--- config.mk ---
export PLATFORM = sky130hd
export DESIGN_NAME = rsas_probe
export DESIGN_NICKNAME = d
export VERILOG_FILES = /design/src/rtl/rsas_pkg.sv /design/src/rtl/rsas_probe.sv
export SDC_FILE = /design/constraint.sdc
export NUM_CORES = 1
export LEC_CHECK = 0
export BUFFER_PORTS_ARGS = -buffer_cell sky130_fd_sc_hd__clkbuf_2
export CORE_MARGIN = 10
export CORE_UTILIZATION = 52
export DETAILED_ROUTE_END_ITERATION = 16
export PLACE_DENSITY = 0.89
export SYNTH_ARGS = -nofsm -noshare
export SYNTH_HDL_FRONTEND = slang
export SYNTH_SLANG_ARGS = --single-unit
--- constraint.sdc ---
create_clock -name vclk -period 2.2
set_clock_uncertainty 0.15 [all_clocks]
set_input_delay 0.11 -clock vclk [all_inputs]
set_output_delay 0.11 -clock vclk [all_outputs]
set_load 0.05 [all_outputs]
--- src/rtl/rsas_pkg.sv ---
// ----------------------------------------------------------------------------
// rsas_pkg
// Shared types and constants for the rotated sorted array search block.
// ----------------------------------------------------------------------------
package rsas_pkg;

    localparam int DEPTH_DEF       = 1024;
    localparam int VALUE_WIDTH_DEF = 32;
    localparam int IN_VALUE_W      = 32;
    localparam int POS_W           = 10;

    localparam logic CMD_LOAD   = 1'b0;
    localparam logic CMD_SEARCH = 1'b1;

    typedef struct packed {
        logic                           cmd;
        logic signed [IN_VALUE_W-1:0]   value;
        logic                           first;
    } t_in;

    typedef struct packed {
        logic               found;
        logic [POS_W-1:0]   position;
        logic               overflowed;
    } t_out;

    // outcome of one probe: match, direction, or a read of the upper bound needed
    typedef struct packed {
        logic hit;
        logic go_left;
        logic need_hi;
    } t_probe;

endpackage

--- src/rtl/rsas_probe.sv ---
// ----------------------------------------------------------------------------
// rsas_probe
// Probe decision: which half is sorted and whether the key lies inside it.
// ----------------------------------------------------------------------------
module rsas_probe
    import rsas_pkg::*;
#(
    parameter int VALUE_WIDTH = VALUE_WIDTH_DEF
) (
    input  logic signed [VALUE_WIDTH-1:0] i_mid_val,
    input  logic signed [VALUE_WIDTH-1:0] i_lo_val,
    input  logic signed [VALUE_WIDTH-1:0] i_key,
    output t_probe                        o_probe
);

    always_comb begin
        o_probe.hit     = (i_mid_val == i_key);
        o_probe.go_left = 1'b0;
        o_probe.need_hi = 1'b0;
        if (i_mid_val >= i_lo_val) begin
            // left half sorted
            o_probe.go_left = (i_mid_val > i_key) && (i_lo_val <= i_key);
        end else if (i_mid_val < i_key) begin
            // right half sorted, upper bound decides
            o_probe.need_hi = 1'b1;
        end else begin
            o_probe.go_left = 1'b1;
        end
    end

endmodule
; ---- Yosys cells after proc, flatten, opt, wreduce, memory -nomap -nowiden
; Cells that the tools add are included.
[word_totals]
out_inout_bits = 3
wordCells = 10
ff_bits = 0
[classes]
n_eq_ne = 1
magnitude_cmp = 4
n_reduce_logical = 1
mux = 4
[op_table]
columns = operator, count
row1 = $eq A32 B32 Y1, 1
row2 = $ge A32 B32 Y1, 1
row3 = $gt A32 B32 Y1, 1
row4 = $le A32 B32 Y1, 1
row5 = $lt A32 B32 Y1, 1
row6 = $mux W1, 4
row7 = $logic_and A1 B1 Y1, 1

; ---- Logic depth before layout (Yosys ltp)
; Gate-level depths: netlist of run 1.
[depth]
word_depth = 3
mapped_depth = 9
mapped_depth_nobuf = 9

; ---- Worst setup path before layout of run 1
; Ideal clock, no wire load.
[synth_timing]
path_type = input to output
start = input i_key[31]
end = output o_probe[1] (netlist bit)
path_slack_ps = -527
cell_stages = 9
arrival_ps = 2467
cell_sequence = inv_1 -> ha_1 -> nand4_1 -> or2_1 -> nor3_1 -> inv_1 -> nor4_2 -> o21bai_1 -> a21oi_2
[synth_rtl]
columns = element, line_no
row1 = "start, declared", rsas_probe.sv:12  ; input logic signed [VALUE_WIDTH-1:0] i_key,
row2 = "end, declared", rsas_probe.sv:13  ; output t_probe o_probe

==> metrics.txt, run 1 <==
final WL 9720 um; Avg Vias per Cell 5.79; RSZ-0062 raised after global routing yes; switch share 49.5%; final setup vio count 2; synth cell count leaders ha_1 (96), inv_1 (69), a21oi_1 (31), nand4_1 (20), nand2_1 (18); placer congestion estimate 0.910; initial antenna violation count 0; critical path class input pin to primary output; status finished with violations; routed len/inst 18.5 um; Reg area 0 um^2; Avg Cell Area, Syn 7.62 um^2; die width 87.5 um; number of warnings issued by yosys 0; startpoint types input pin; area grow syn2layout 60.3%; final number of max-transition violations 0; Max Freq 400 MHz; post-synth cell types 37; sequential area share after synthesis 0%; synth top area cells ha_1 (51%), inv_1 (11%), a21oi_1 (6.5%), nand4_1 (5.3%), a21o_1 (4.7%); via count 3046; PwrDens 215 mW/mm^2; normalized max-slew margin 73.7%; failing checks setup timing; Synthesized Nets 503; worst-path fanout max 2; hold buffers post-CTS 0; Yosys top cell area share 50.7%; Final Hold Fails 0; Final min period 2.50 ns; Detailed Routing Iterations Pass 1 4; setup ws final -0.298 ns; vias in the first global route 3328; final net count 668; required time worst endpoint 1.94 ns; DRT antenna net count 0; Post-DP HPWL 8000 um; Synth area leader ha_1; port bufs 99; die area 0.00766 mm^2; Final Core Density 86.7%; final worst-path cycle share 114%; Max-Cap Viols 0; gr ovfl total 0; Min-Delay Path Class input pin to primary output; Starting Density 54.1%; DP Area 0.00361 mm^2; sequential power share 0%; Synth Instances 311; worst-margin pin slew 0.391 ns; Initial DRC Count 154; CORE AREA 0.00438 mm^2; GR Util All Layers 22.5%; pin count of the biggest net entering global routing 4; global-route wire length before repair 14500 um; Seq Cell Count 0; ANT cells 0; cell with the most instances after synthesis ha_1; NetSw 0.404 mW; # clk buffers 0; io pins 99; clock share of power 0%; DRC viols 0; VDD IR max 0.194 mV; Comb pwr share 100.0%; Die Ht 87.5 um; row count 24; CP Capture Type primary output; Pint 0.413 mW; share of layout cells above drive strength 1 44.9%; leakage 2.20 nW; arrival time at the worst endpoint 2.24 ns; Netlist Area Pre-Place 0.00237 mm^2; post-route cell area 0.00380 mm^2
[path summary, 6_finish.rpt]
| check | slack [ns] | depth (start not counted) | start | to |
|---|---|---|---|---|
| worst max-delay path | -0.30 | 11 | i_mid_val[10] | o_probe[1] |
| worst min-delay path | 0.84 | 5 | i_key[0] | o_probe[2] |
[metal layers]
metal  part of all wire [%]  up-vias  GRT usage [%]  routed length (um)
met4                    2.3        0           4.06                 221
met5                      0        -              0                   0
met3                    7.3       21           4.03                 713
met2                     54      140           46.3                5270
met1                     36     1409           22.6                3520
li1                       -     1476              -                   -
[metrics by stage]
step	instances	hold slack (ns)	setup TNS [ns]	setup slack, ns	power (mW)
after floorplan	311	0.486	-0.120	-0.0871	0.387
after global placement	518	0.801	-0.585	-0.315	0.689
after detailed placement	518	0.845	-0.749	-0.387	0.737
after CTS	524	0.846	-0.469	-0.236	0.769
after global routing	526	0.867	-0.671	-0.356	0.887
final	526	0.838	-0.553	-0.298	0.817
[cell usage in the layout (no fill, tap or decap), types with 3 or more instances in the layout]
cell      Yosys  layout
a21o_1       15      15
a21oi_1      31      29
a21oi_2       2       3
buf_4         0      65
clkbuf_2      0      91
ha_1         96      80
ha_4          0      16
inv_1        69      57
inv_2         0       9
nand2_1      18      18
nand3_1       8       8
nand4_1      20      20
nor2_1        4       4
o211ai_1      5       5
o21ai_0       6       6
[power groups by stage]
stage,Sequential [mW],Clock [mW],Combinational [mW]
after floorplan,0,0,0.387
after CTS,0,0,0.769
after global placement,0,0,0.689
after detailed placement,0,0,0.737
final,0,0,0.817
after global routing,0,0,0.887
[what timing repair did]
item,4_1_cts,5_1_grt
gates resized for setup,15,12
setup endpoints to repair,2,3
pin swaps,12,7
setup buffers,6,2
cloned,0,0
[worst max-delay path, cell delays in order]
cell and delay, ns:
clkbuf_2 0.13, ha_4 0.23, nand4_1 0.15, buf_4 0.14, buf_4 0.09, a211oi_1 0.04, or4b_4 0.49, a21oi_2 0.16
mux2_4 0.35, a21oi_4 0.17, buf_12 0.16
[layout make-up]
type / count / area [um^2]
fillers: 232 / 584
inverters: 69 / 277
multi-input cells: 242 / 2400
well taps: 52 / 65.1
repair buffers: 163 / 1060
[cell families after synthesis]
logic type	count (synthesis)	synth area share (%)
compound gates	76	21.0
mux	1	0.633
buf+inv	69	10.9
fa+ha+maj	96	50.7
simple gates	69	16.8
Note: power is estimated with default switching activity, not from simulation.
==> run 2, diff against run 1 <==
--- a/config.mk
+++ b/config.mk
@@ -5,11 +5,12 @@
 export SDC_FILE = /design/constraint.sdc
 export NUM_CORES = 1
 export LEC_CHECK = 0
+export ABC_AREA = 1
 export BUFFER_PORTS_ARGS = -buffer_cell sky130_fd_sc_hd__clkbuf_2
 export CORE_MARGIN = 10
 export CORE_UTILIZATION = 52
 export DETAILED_ROUTE_END_ITERATION = 16
-export PLACE_DENSITY = 0.89
+export PLACE_DENSITY = 0.88
 export SYNTH_ARGS = -nofsm -noshare
 export SYNTH_HDL_FRONTEND = slang
 export SYNTH_SLANG_ARGS = --single-unit
==> metrics.txt, run 2 <==
status completed; worst-case hold path end point o_probe[0]; final net count 685; Initial DRC Count 57; worst path cell trace clkbuf_2, inv_1, ha_1, nand2_2, nor2_2, nand4_2, nor4_4, nand2_2, nand3_2, nand3_2, nor2_1, buf_2; share of layout cells above drive strength 1 23.0%; Hold Crit Start i_mid_val[31]; hold buffers post-CTS 0; routed len/inst 12.3 um; final WL 6720 um; Yosys top cell area share 48.1%; initial antenna violation count 0; global-route wire length before repair 11400 um; Crit path largest cell delay 0.29 ns; Post-CTS Setup Bufs 0; critical path class input pin to primary output; post_cts resized 0; most common cell after layout, fill and taps aside clkbuf_2; PwrDens 191 mW/mm^2; Min-Delay Path Class input pin to primary output; worst-path fanout max 2; DRT antenna net count 0; number of warnings issued by yosys 0; port bufs 99; required time worst endpoint 1.94 ns; Synth Instances 390; GR Util All Layers 16.5%; delay-heaviest family, CP simple AND/OR/NAND/NOR gates; Post-DP HPWL 6520 um; pin count of the biggest net entering global routing 5; via count 2745; startpoint types input pin; synth cell count leaders ha_1 (96), nand2_1 (92), inv_1 (86), a21oi_1 (42), nor2_1 (28); Reg area 0 um^2; Hold Path Depth 6; total chip power 0.591 mW; synth top area cells ha_1 (48%), nand2_1 (14%), inv_1 (13%), a21oi_1 (8.4%), nor2_1 (4.2%); Avg Cell Area, Syn 6.41 um^2; Avg Vias per Cell 5.04; sequential area share after synthesis 0%; post-route cell area 0.00309 mm^2; placer congestion estimate 0.840; pre-CTS WS 0.0579 ns; ANT cells 0; Seq Cell Count 0; Synth area leader ha_1; row count 25; cell with the most instances after synthesis ha_1; Final Hold Fails 0; io pins 99; Die Ht 89.3 um; Netlist Area Pre-Place 0.00250 mm^2; Max Freq 491 MHz; Max-Cap Viols 0; die area 0.00798 mm^2; final setup vio count 0; post-synth cell types 24; Detailed Routing Iterations Pass 1 4; slowest stage cell, crit path ha_1; final worst-path cycle share 92.6%; buffers and inverters on the worst path 3; DP Area 0.00308 mm^2; Final min period 2.04 ns; final number of max-transition violations 0; Synthesized Nets 582; leakage 2.08 nW; commonest non-fill, non-tap cells in the layout clkbuf_2 (97), ha_1 (96), nand2_1 (92); area grow syn2layout 23.8%; setup ws final 0.162 ns; VDD IR max 0.0901 mV; RSZ-0062 raised after global routing no; arrival time at the worst endpoint 1.78 ns; CORE AREA 0.00469 mm^2; CP Capture Type primary output; die width 89.3 um; Setup TNS Final 0 ns; DRC viols 0; gr ovfl total 0; normalized max-slew margin 80.9%; # clk buffers 0; worst-margin pin slew 0.285 ns; vias in the first global route 2937; Starting Density 53.3%
[run 2: per-stage QoR]
step	hold slack [ns]	utilization, %	cells
final	0.752	65.9	545
after detailed placement	0.768	65.6	545
after global routing	0.791	65.9	545
after global placement	0.768	65.6	545
after floorplan	0.512	-	390
after CTS	0.770	65.6	545
[run 2: per-layer routing]
| metal | GRT usage [%] | vias up | wire length, um |
|---|---|---|---|
| met5 | 0 | - | 0 |
| met4 | 0.723 | 0 | 30 |
| li1 | - | 1484 | - |
| met3 | 1.55 | 4 | 307 |
| met1 | 19.3 | 1201 | 2940 |
| met2 | 32.7 | 56 | 3450 |
[run 2: how the worst max path moves through the flow]
stage                             to          from  slack (ns)  cells after the start
after detailed placement  o_probe[1]     i_key[31]        0.06                     14
after CTS                 o_probe[1]     i_key[31]        0.05                     14
after global placement    o_probe[1]     i_key[31]        0.06                     14
after floorplan           o_probe[0]  i_lo_val[31]        0.13                     10
final                     o_probe[0]  i_lo_val[31]        0.16                     12
after global routing      o_probe[1]     i_key[31]       0.003                     14
[run 2: cell families (layout without fill, tap and decap cells)]
logic type | after synthesis | after routing | synth area share (%)
AND/OR/NAND/NOR | 146 | 146 | 25.6
buffers and inverters | 87 | 188 | 13.1
adder cells (fa/ha/maj) | 96 | 96 | 48.1
AO/OA/AOI/OAI | 61 | 61 | 13.2
[run 2: tightest hold or removal path: cells and delay by family]
family | cells | cell delay [ns]
fa+ha+maj | 1 | 0.17
buf+inv | 2 | 0.31
simple gates | 3 | 0.20
[run 2: power by group]
| part | internal, mW | total [mW] | leakage [nW] | switching (mW) |
|---|---|---|---|---|
| Sequential | 0 | 0 | 0 | 0 |
| Clock | 0 | 0 | 0 | 0 |
| Combinational | 0.257 | 0.591 | 2.08 | 0.334 |
[run 2: final cells by class]
cell class / instances / area (um^2)
fill: 446 / 1600
inverter: 87 / 327
multi-input combinational: 303 / 2180
tap: 54 / 67.6
timing repair buffer: 101 / 517
